==> config.mk <==
export PLATFORM = sky130hd
export DESIGN_NAME = sqb_ctrl
export DESIGN_NICKNAME = d
export VERILOG_FILES = /design/src/rtl/sprite_quad_batcher_macros.svh /design/src/rtl/sqb_pkg.sv /design/src/rtl/sqb_ctrl.sv
export SDC_FILE = /design/constraint.sdc
export NUM_CORES = 1
export LEC_CHECK = 0
export BUFFER_PORTS_ARGS = -buffer_cell sky130_fd_sc_hd__buf_2
export CORE_MARGIN = 4
export CORE_UTILIZATION = 30
export DETAILED_ROUTE_END_ITERATION = 12
export HOLD_SLACK_MARGIN = 0.15
export PLACE_DENSITY_LB_ADDON = 0.25
export SYNTH_ARGS = -nofsm -noshare
export SYNTH_HDL_FRONTEND = slang
export SYNTH_SLANG_ARGS = --single-unit
==> constraint.sdc <==
create_clock -name clk -period 2.17 [get_ports clk]
set_input_delay 0.217 -clock clk [delete_from_list [all_inputs] [get_ports clk]]
set_output_delay 0.217 -clock clk [all_outputs]
set_load 0.005 [all_outputs]
==> src/rtl/sprite_quad_batcher_macros.svh <==
// ----------------------------------------------------------------------------
// sprite_quad_batcher_macros
// Assertion helpers used by the sprite quad batcher datapath.
// ----------------------------------------------------------------------------
`ifndef SPRITE_QUAD_BATCHER_MACROS_SVH
`define SPRITE_QUAD_BATCHER_MACROS_SVH

// same-cycle implication, sampled on clk, off while rst_n is low
`define SQB_ASSERT_NOW(label, ante, cons) \
  label: assert property (@(posedge clk) disable iff (!rst_n) (ante) |-> (cons)) \
    else $error("sqb assertion failed");

// next-cycle implication, sampled on clk, off while rst_n is low
`define SQB_ASSERT_NEXT(label, ante, cons) \
  label: assert property (@(posedge clk) disable iff (!rst_n) (ante) |=> (cons)) \
    else $error("sqb assertion failed");

`endif

==> src/rtl/sqb_pkg.sv <==
// ----------------------------------------------------------------------------
// sqb_pkg
// Shared types and constants of the sprite quad batcher.
// ----------------------------------------------------------------------------
`timescale 1ns / 1ps

package sqb_pkg;

  localparam int IN_DW  = 208;
  localparam int OUT_DW = 120;

  localparam logic KIND_VERTEX = 1'b0;
  localparam logic KIND_FLUSH  = 1'b1;

  // radians per 1/65536 turn, Q30 scaled up by 2^16
  localparam logic [32:0] ANG_K = 33'd6746518852;
  localparam logic [30:0] Q30_ONE = 31'h4000_0000;

  localparam int HORNER_STEPS = 5;
  localparam int STEP_W = $clog2(HORNER_STEPS);

  localparam logic [6:0] SIN_DIV [HORNER_STEPS] = '{7'd110, 7'd72, 7'd42, 7'd20, 7'd6};
  localparam logic [6:0] COS_DIV [HORNER_STEPS] = '{7'd90, 7'd56, 7'd30, 7'd12, 7'd2};

  // floor(2^32 / n): quotient estimate is low by at most one
  localparam logic [31:0] SIN_RCP [HORNER_STEPS] = '{
    32'(64'd4294967296 / 64'd110), 32'(64'd4294967296 / 64'd72),
    32'(64'd4294967296 / 64'd42),  32'(64'd4294967296 / 64'd20),
    32'(64'd4294967296 / 64'd6)};
  localparam logic [31:0] COS_RCP [HORNER_STEPS] = '{
    32'(64'd4294967296 / 64'd90), 32'(64'd4294967296 / 64'd56),
    32'(64'd4294967296 / 64'd30), 32'(64'd4294967296 / 64'd12),
    32'(64'd4294967296 / 64'd2)};

  typedef enum logic [3:0] {
    ST_IDLE, ST_SCAN, ST_DECIDE, ST_ANGLE, ST_SQUARE, ST_HMUL, ST_HRECIP,
    ST_HCORR, ST_SINE, ST_QUAD, ST_PROD, ST_FLUSH, ST_VSUM, ST_VOUT
  } state_t;

  typedef enum logic [2:0] {
    TOP_NONE, TOP_ANGLE, TOP_SQUARE, TOP_HMUL, TOP_HRECIP, TOP_HCORR,
    TOP_SINE, TOP_QUAD
  } trig_op_t;

  typedef struct packed {
    logic              load_in;
    logic              scan;
    logic              commit;
    trig_op_t          trig_op;
    logic [STEP_W-1:0] step;
    logic              prod;
    logic              vsum;
    logic              emit_flush;
    logic              emit_vert;
    logic [1:0]        corner;
  } sqb_cmd_t;

  typedef struct packed {
    logic scan_done;
    logic flush;
    logic out_free;
  } sqb_stat_t;

endpackage

==> src/rtl/sqb_ctrl.sv <==
// ----------------------------------------------------------------------------
// sqb_ctrl
// Sequencer: input capture, slot scan, sine/cosine steps, result emission.
// ----------------------------------------------------------------------------
`timescale 1ns / 1ps

module sqb_ctrl (
  input  logic                clk,
  input  logic                rst_n,
  input  logic                in_tvalid,
  output logic                in_tready,
  output sqb_pkg::sqb_cmd_t   cmd,
  input  sqb_pkg::sqb_stat_t  stat
);
  import sqb_pkg::*;

  state_t            state_r, state_nxt;
  logic [STEP_W-1:0] step_r, step_nxt;
  logic [1:0]        corner_r, corner_nxt;

  always_ff @(posedge clk) begin
    if (!rst_n) begin
      state_r  <= ST_IDLE;
      step_r   <= '0;
      corner_r <= '0;
    end else begin
      state_r  <= state_nxt;
      step_r   <= step_nxt;
      corner_r <= corner_nxt;
    end
  end

  always_comb begin
    state_nxt  = state_r;
    step_nxt   = step_r;
    corner_nxt = corner_r;
    cmd        = '0;
    cmd.step   = step_r;
    cmd.corner = corner_r;
    in_tready  = 1'b0;
    unique case (state_r)
      ST_IDLE: begin
        in_tready = 1'b1;
        if (in_tvalid) begin
          cmd.load_in = 1'b1;
          state_nxt   = ST_SCAN;
        end
      end
      ST_SCAN: begin
        cmd.scan = 1'b1;
        if (stat.scan_done) state_nxt = ST_DECIDE;
      end
      ST_DECIDE: begin
        cmd.commit = 1'b1;
        state_nxt  = ST_ANGLE;
      end
      ST_ANGLE: begin
        cmd.trig_op = TOP_ANGLE;
        step_nxt    = '0;
        state_nxt   = ST_SQUARE;
      end
      ST_SQUARE: begin
        cmd.trig_op = TOP_SQUARE;
        state_nxt   = ST_HMUL;
      end
      ST_HMUL: begin
        cmd.trig_op = TOP_HMUL;
        state_nxt   = ST_HRECIP;
      end
      ST_HRECIP: begin
        cmd.trig_op = TOP_HRECIP;
        state_nxt   = ST_HCORR;
      end
      ST_HCORR: begin
        cmd.trig_op = TOP_HCORR;
        if (step_r == STEP_W'(HORNER_STEPS - 1)) begin
          state_nxt = ST_SINE;
        end else begin
          step_nxt  = step_r + STEP_W'(1);
          state_nxt = ST_HMUL;
        end
      end
      ST_SINE: begin
        cmd.trig_op = TOP_SINE;
        state_nxt   = ST_QUAD;
      end
      ST_QUAD: begin
        cmd.trig_op = TOP_QUAD;
        state_nxt   = ST_PROD;
      end
      ST_PROD: begin
        cmd.prod   = 1'b1;
        corner_nxt = 2'd0;
        state_nxt  = stat.flush ? ST_FLUSH : ST_VSUM;
      end
      ST_FLUSH: begin
        if (stat.out_free) begin
          cmd.emit_flush = 1'b1;
          state_nxt      = ST_VSUM;
        end
      end
      ST_VSUM: begin
        cmd.vsum  = 1'b1;
        state_nxt = ST_VOUT;
      end
      ST_VOUT: begin
        // hold until the output register can take the word
        if (stat.out_free) begin
          cmd.emit_vert = 1'b1;
          if (corner_r == 2'd3) begin
            state_nxt = ST_IDLE;
          end else begin
            corner_nxt = corner_r + 2'd1;
            state_nxt  = ST_VSUM;
          end
        end
      end
      default: state_nxt = ST_IDLE;
    endcase
  end

endmodule

=== Word level (Yosys, flattened, before mapping) ===
Cells that the tools add are included.

* Logic and storage cells: 56
* Input bits: 6
* Flip-flop bits (word level): 9

* Add/sub/neg operators: 2
* Equality and inequality tests: 21
* Mux-type cells: 24
* Reductions and logical operators: 6

{| class="wikitable"
|+ Operator list
! kind !! count
|-
| case mux 4 bit (14 select lines) || 1
|-
| == test 4 bit (second input constant) || 6
|-
| 2-to-1 mux 4 bit || 6
|-
| case mux 3 bit (7 select lines) || 1
|-
| == test 4 x 3 -> 1 bit (second input constant) || 4
|-
| != test 2 bit (second input constant) || 6
|-
| 2-to-1 mux 1 bit || 10
|-
| == test 4 x 2 -> 1 bit (second input constant) || 2
|-
| 2-to-1 mux 3 bit || 2
|-
| case mux 3 bit (2 select lines) || 1
|-
| == test 4 x 1 -> 1 bit (second input constant) || 1
|-
| zero test 4 bit || 1
|-
| 2-to-1 mux 2 bit || 2
|-
| case mux 2 bit (2 select lines) || 1
|-
| AND reduction 4 bit || 1
|-
| nonzero test 2 bit || 2
|-
| adder 3 x 1 -> 3 bit (second input constant) || 1
|-
| == test 3 bit (second input constant) || 1
|-
| AND reduction 3 bit || 1
|-
| adder 2 x 1 -> 2 bit (second input constant) || 1
|-
| == test 2 bit (second input constant) || 1
|-
| AND reduction 2 bit || 1
|}

=== Longest topological paths before layout ===
* Depth in word-level cells: 4
* Gate-level depth with buffers: 6
* Gate-level depth less buffers: 6

=== Worst setup path before layout ===
Ideal clock, no wire load.

* Path kind: flip-flop to flip-flop
* From: register state_r[3]
* To: register state_r[3]
* Path slack: 729 ps
* Period minus slack after synthesis: 1441 ps
* Arrival: 1324 ps
* Data required time: 2053 ps
* Cell stages (with the launch flop): 6
* Cell sequence: dfxtp_1 buf_6 or3_4 a211oi_4 a211oi_2 a32o_1

* Word-level cells in the longest chain between the ends: 3
* Elaborated cells between the ends (all ways): 20
* Classes of those cells: 17 x eq/ne; 1 x mux; 2 x reduce/logical

{| class="wikitable"
|+ RTL lines
! item !! line !! source
|-
| start: declaration || sqb_ctrl.sv:17 || <nowiki>state_t state_r, state_nxt;</nowiki>
|-
| start signal: assignment || sqb_ctrl.sv:27 || <nowiki>state_r <= state_nxt;</nowiki>
|-
| == test 4 x 1 -> 1 bit, or another cell as far along || sqb_ctrl.sv:41 || <nowiki>unique case (state_r)</nowiki>
|-
| != test 2 bit (no source line) || -- ||
|-
| AND reduction 4 bit (no source line) || -- ||
|}

Parallel ways exist; a longest one is shown, timed or not.
A chain may end at the register's enable or synchronous reset.

==> run_results.csv <==
group,metric,value,unit
status,status,"finished, final reports clean",
worst_setup_path,r2r-start,"state_r[0]",
synth,synth_seq_area_share,24.70,%
clock_network,cts_buffers,3,
power,peakVddDrop,0.3155,mV
synth,synth_edf_count,0,
synth,synth_area,729.5,µm²
timing,period_share,88.11,%
finish,area_growth,18.18,%
die,die_width,57.31,µm
global_routing,grt_pass1_vias,775,
synth,async_flop_share,0,%
worst_setup_path,max_stage_delay,0.67,ns
global_routing,grt_max_degree,19,
timing,slew_violations,0,
synth,synth_top_family_by_area,"compound AO/OA/AOI/OAI gates",
die,row_count,17,
synth,synthAdderAreaFrac,5.146,%
clock_network,cts_tree,"built",
timing,finalSetupViolations,0,
synth,synth_top_cell_by_area,"dfxtp_1",
timing,max-slew-margin-rel,59.89,%
worst_setup_path,startpoint,"state_r[3]",
timing,worst_pin_slew,0.6008,ns
clock_network,clock-sinks,9,
finish,num_antenna_cells,0,
detailed_routing,avgRoutedWirePerCell,13.85,µm
synth,synth_xor_area_share,2.401,%
worst_setup_path,crit_cells,3,
timing,min_period,1.912,ns
synth,synth.most_common_cell,"dfxtp_1",
die,io-pin-count,22,
worst_setup_path,path_cells,"inv_1 -> nor4_1 -> buf_2",
worst_setup_path,r2r_end,"step_r[2]",
worst_setup_path,rrSetupSlack,0.49,ns
min_path,worstHoldPathCells,2,
detailed_routing,drc,0,
synth,yosysUniqueCellTypes,41,
power,p_leak,0.0003632,µW
clock_network,clockRootBuffer,"clkbuf_4",
worst_setup_path,setup.worst_path.end,"cmd[4]",
finish,drive_above_1_share,25.00,%
place,dp_hpwl,1409,µm
finish,stdcell_count,140,
power,powerDensity,684.4,nW/µm²
synth,synth-compound-area-share,32.76,%
finish,fin_nets,122,
clock_network,clk_pin_slew,0.06,ns
place,dp.cells,136,
worst_setup_path,critPathMaxFanout,17,
global_routing,track_usage,12.96,%
synth,syn_area_per_cell,7.844,µm²
worst_setup_path,ff2ff_path_depth,4,
timing,skew,0.002018,ns
synth,yosys-top-cells-area,"dfxtp_1, ha_1, o21ai_0, inv_1, nand2_1",
detailed_routing,firstDrtPassIters,4,
place,place_congestion,0.7914,
clock_network,clock_path_buffers,2,
detailed_routing,num_vias,767,
place,port_buffers,21,
worst_setup_path,path_class,"flip-flop to output port",
global_routing,antenna_found_initial,0,
timing,fmax,0.5230,GHz
timing,hold_viol_final,0,
synth,yosysWarnings,0,
synth,synth_nets,102,
clock_network,post_cts_resized,0,
clock_network,cts_hold_buffers,0,
worst_setup_path,cpMaxStageDelayCell,"dfxtp_1",
synth,yosys.area.top_type_share,24.70,%
global_routing,overflow,0,
worst_setup_path,cp_num_buf_inv,2,
worst_setup_path,required,1.95,ns
global_routing,grt_pass1_wl,3401,µm
timing,rsz0062_at_grt,"false",
min_path,hold_path.class,"primary input to flip-flop",
synth,synth_cells,93,
synth,synthMuxAreaShare,2.916,%
job,max-cap-violations,0,
die,dieHeight,57.31,µm
clock_network,post-cts-setup-buffers,0,
timing,setup_tns,0,ns
worst_setup_path,startpoint_type,"flip-flop",
detailed_routing,drtAntennaViolNets,0,
worst_setup_path,cp_top_family,"flip-flops",
worst_setup_path,arrival,1.70,ns
synth,synthFlopType,"dfxtp_1",
die,die_area,3284,µm²
synth,synth-simple-area-share,23.33,%
clock_network,insertion_delay,0.26,ns
detailed_routing,via_per_inst,5.479,
clock_network,htree_num_levels,1,
worst_setup_path,crit_path_end_kind,"output port",
synth,ys_ff_latch,9,
die,start_util,32.35,%
die,core,2255,µm²
detailed_routing,wl,1939,µm
detailed_routing,drt-initial-drc-count,18,
synth,ys_top_cells_by_count,"dfxtp_1, inv_1, nand2_1",
flip-flops by register name (all words and copies together) (netlist names):
signal and cells:
step_r 3, corner_r 2, state_r 4
worst min-delay path by stage:
stage,start,end
2_1_floorplan,stat[0],state_r[2]
3_3_place_gp,corner_r[1],corner_r[1]
3_5_place_dp,corner_r[1],corner_r[1]
4_1_cts,stat[0],state_r[2]
5_1_grt,stat[0],state_r[2]
6_report,stat[0],state_r[2]
cells by family after synthesis:
kind of cell / Yosys count
simple gates: 32
mux: 2
buf+inv: 14
flops: 9
compound gates: 31
fa+ha+maj: 3
xor+xnor: 2
placed cells by master, fill, tap and decap left out, types with 2 or more instances in the layout:
cell       n
nand2_1    8
and3_1     2
inv_1      8
nor2_1     5
clkbuf_4   3
nor4_1     2
ha_1       3
a21boi_0   2
a21oi_1    4
nand2b_1   3
nor3_1     4
o32ai_1    3
dfxtp_1    9
o21a_1     2
and2_1     3
o21ai_0    6
a22o_1     2
buf_2     21
per-stage QoR:
stage | utilization (%) | total power [µW] | hold WS (ns) | setup WS, ns | instance area (µm²)
2_1_floorplan | - | 402.4 | 0.3150 | 0.7285 | 729.5
3_3_place_gp | 37.07 | 456.8 | 0.5048 | 0.5155 | 835.8
3_5_place_dp | 37.07 | 460.8 | 0.4913 | 0.5168 | 835.8
4_1_cts | 38.24 | 597.9 | 0.2288 | 0.2268 | 862.1
5_1_grt | 38.24 | 643.7 | 0.2426 | 0.08945 | 862.1
6_report | 38.24 | 590.0 | 0.2438 | 0.2579 | 862.1
cell type report:
type / count / area, µm²
fillers: 264 / 1393
multi-input cells: 70 / 485.5
flip-flops and latches: 9 / 180.2
repair buffers: 21 / 105.1
well taps: 28 / 35.03
inverters: 8 / 30.03
clock buffers: 4 / 26.28
metal layers:
metal / global-route usage, % / share of wire [%] / vias to the layer above
met1: 16.62 / 47 / 358
met4: 4.967 / 0.52 / 0
li1: - / - / 379
met3: 3.620 / 7.5 / 2
met2: 20.55 / 45 / 28
met5: 0 / 0 / -
power breakdown:
group	leakage [µW]	switching [µW]	internal [µW]
Clock	0.0000150	59.4	70.9
Sequential	0.0000729	66.3	180
Combinational	0.000275	98.7	114
No activity file was read; power rests on OpenSTA's default activity.
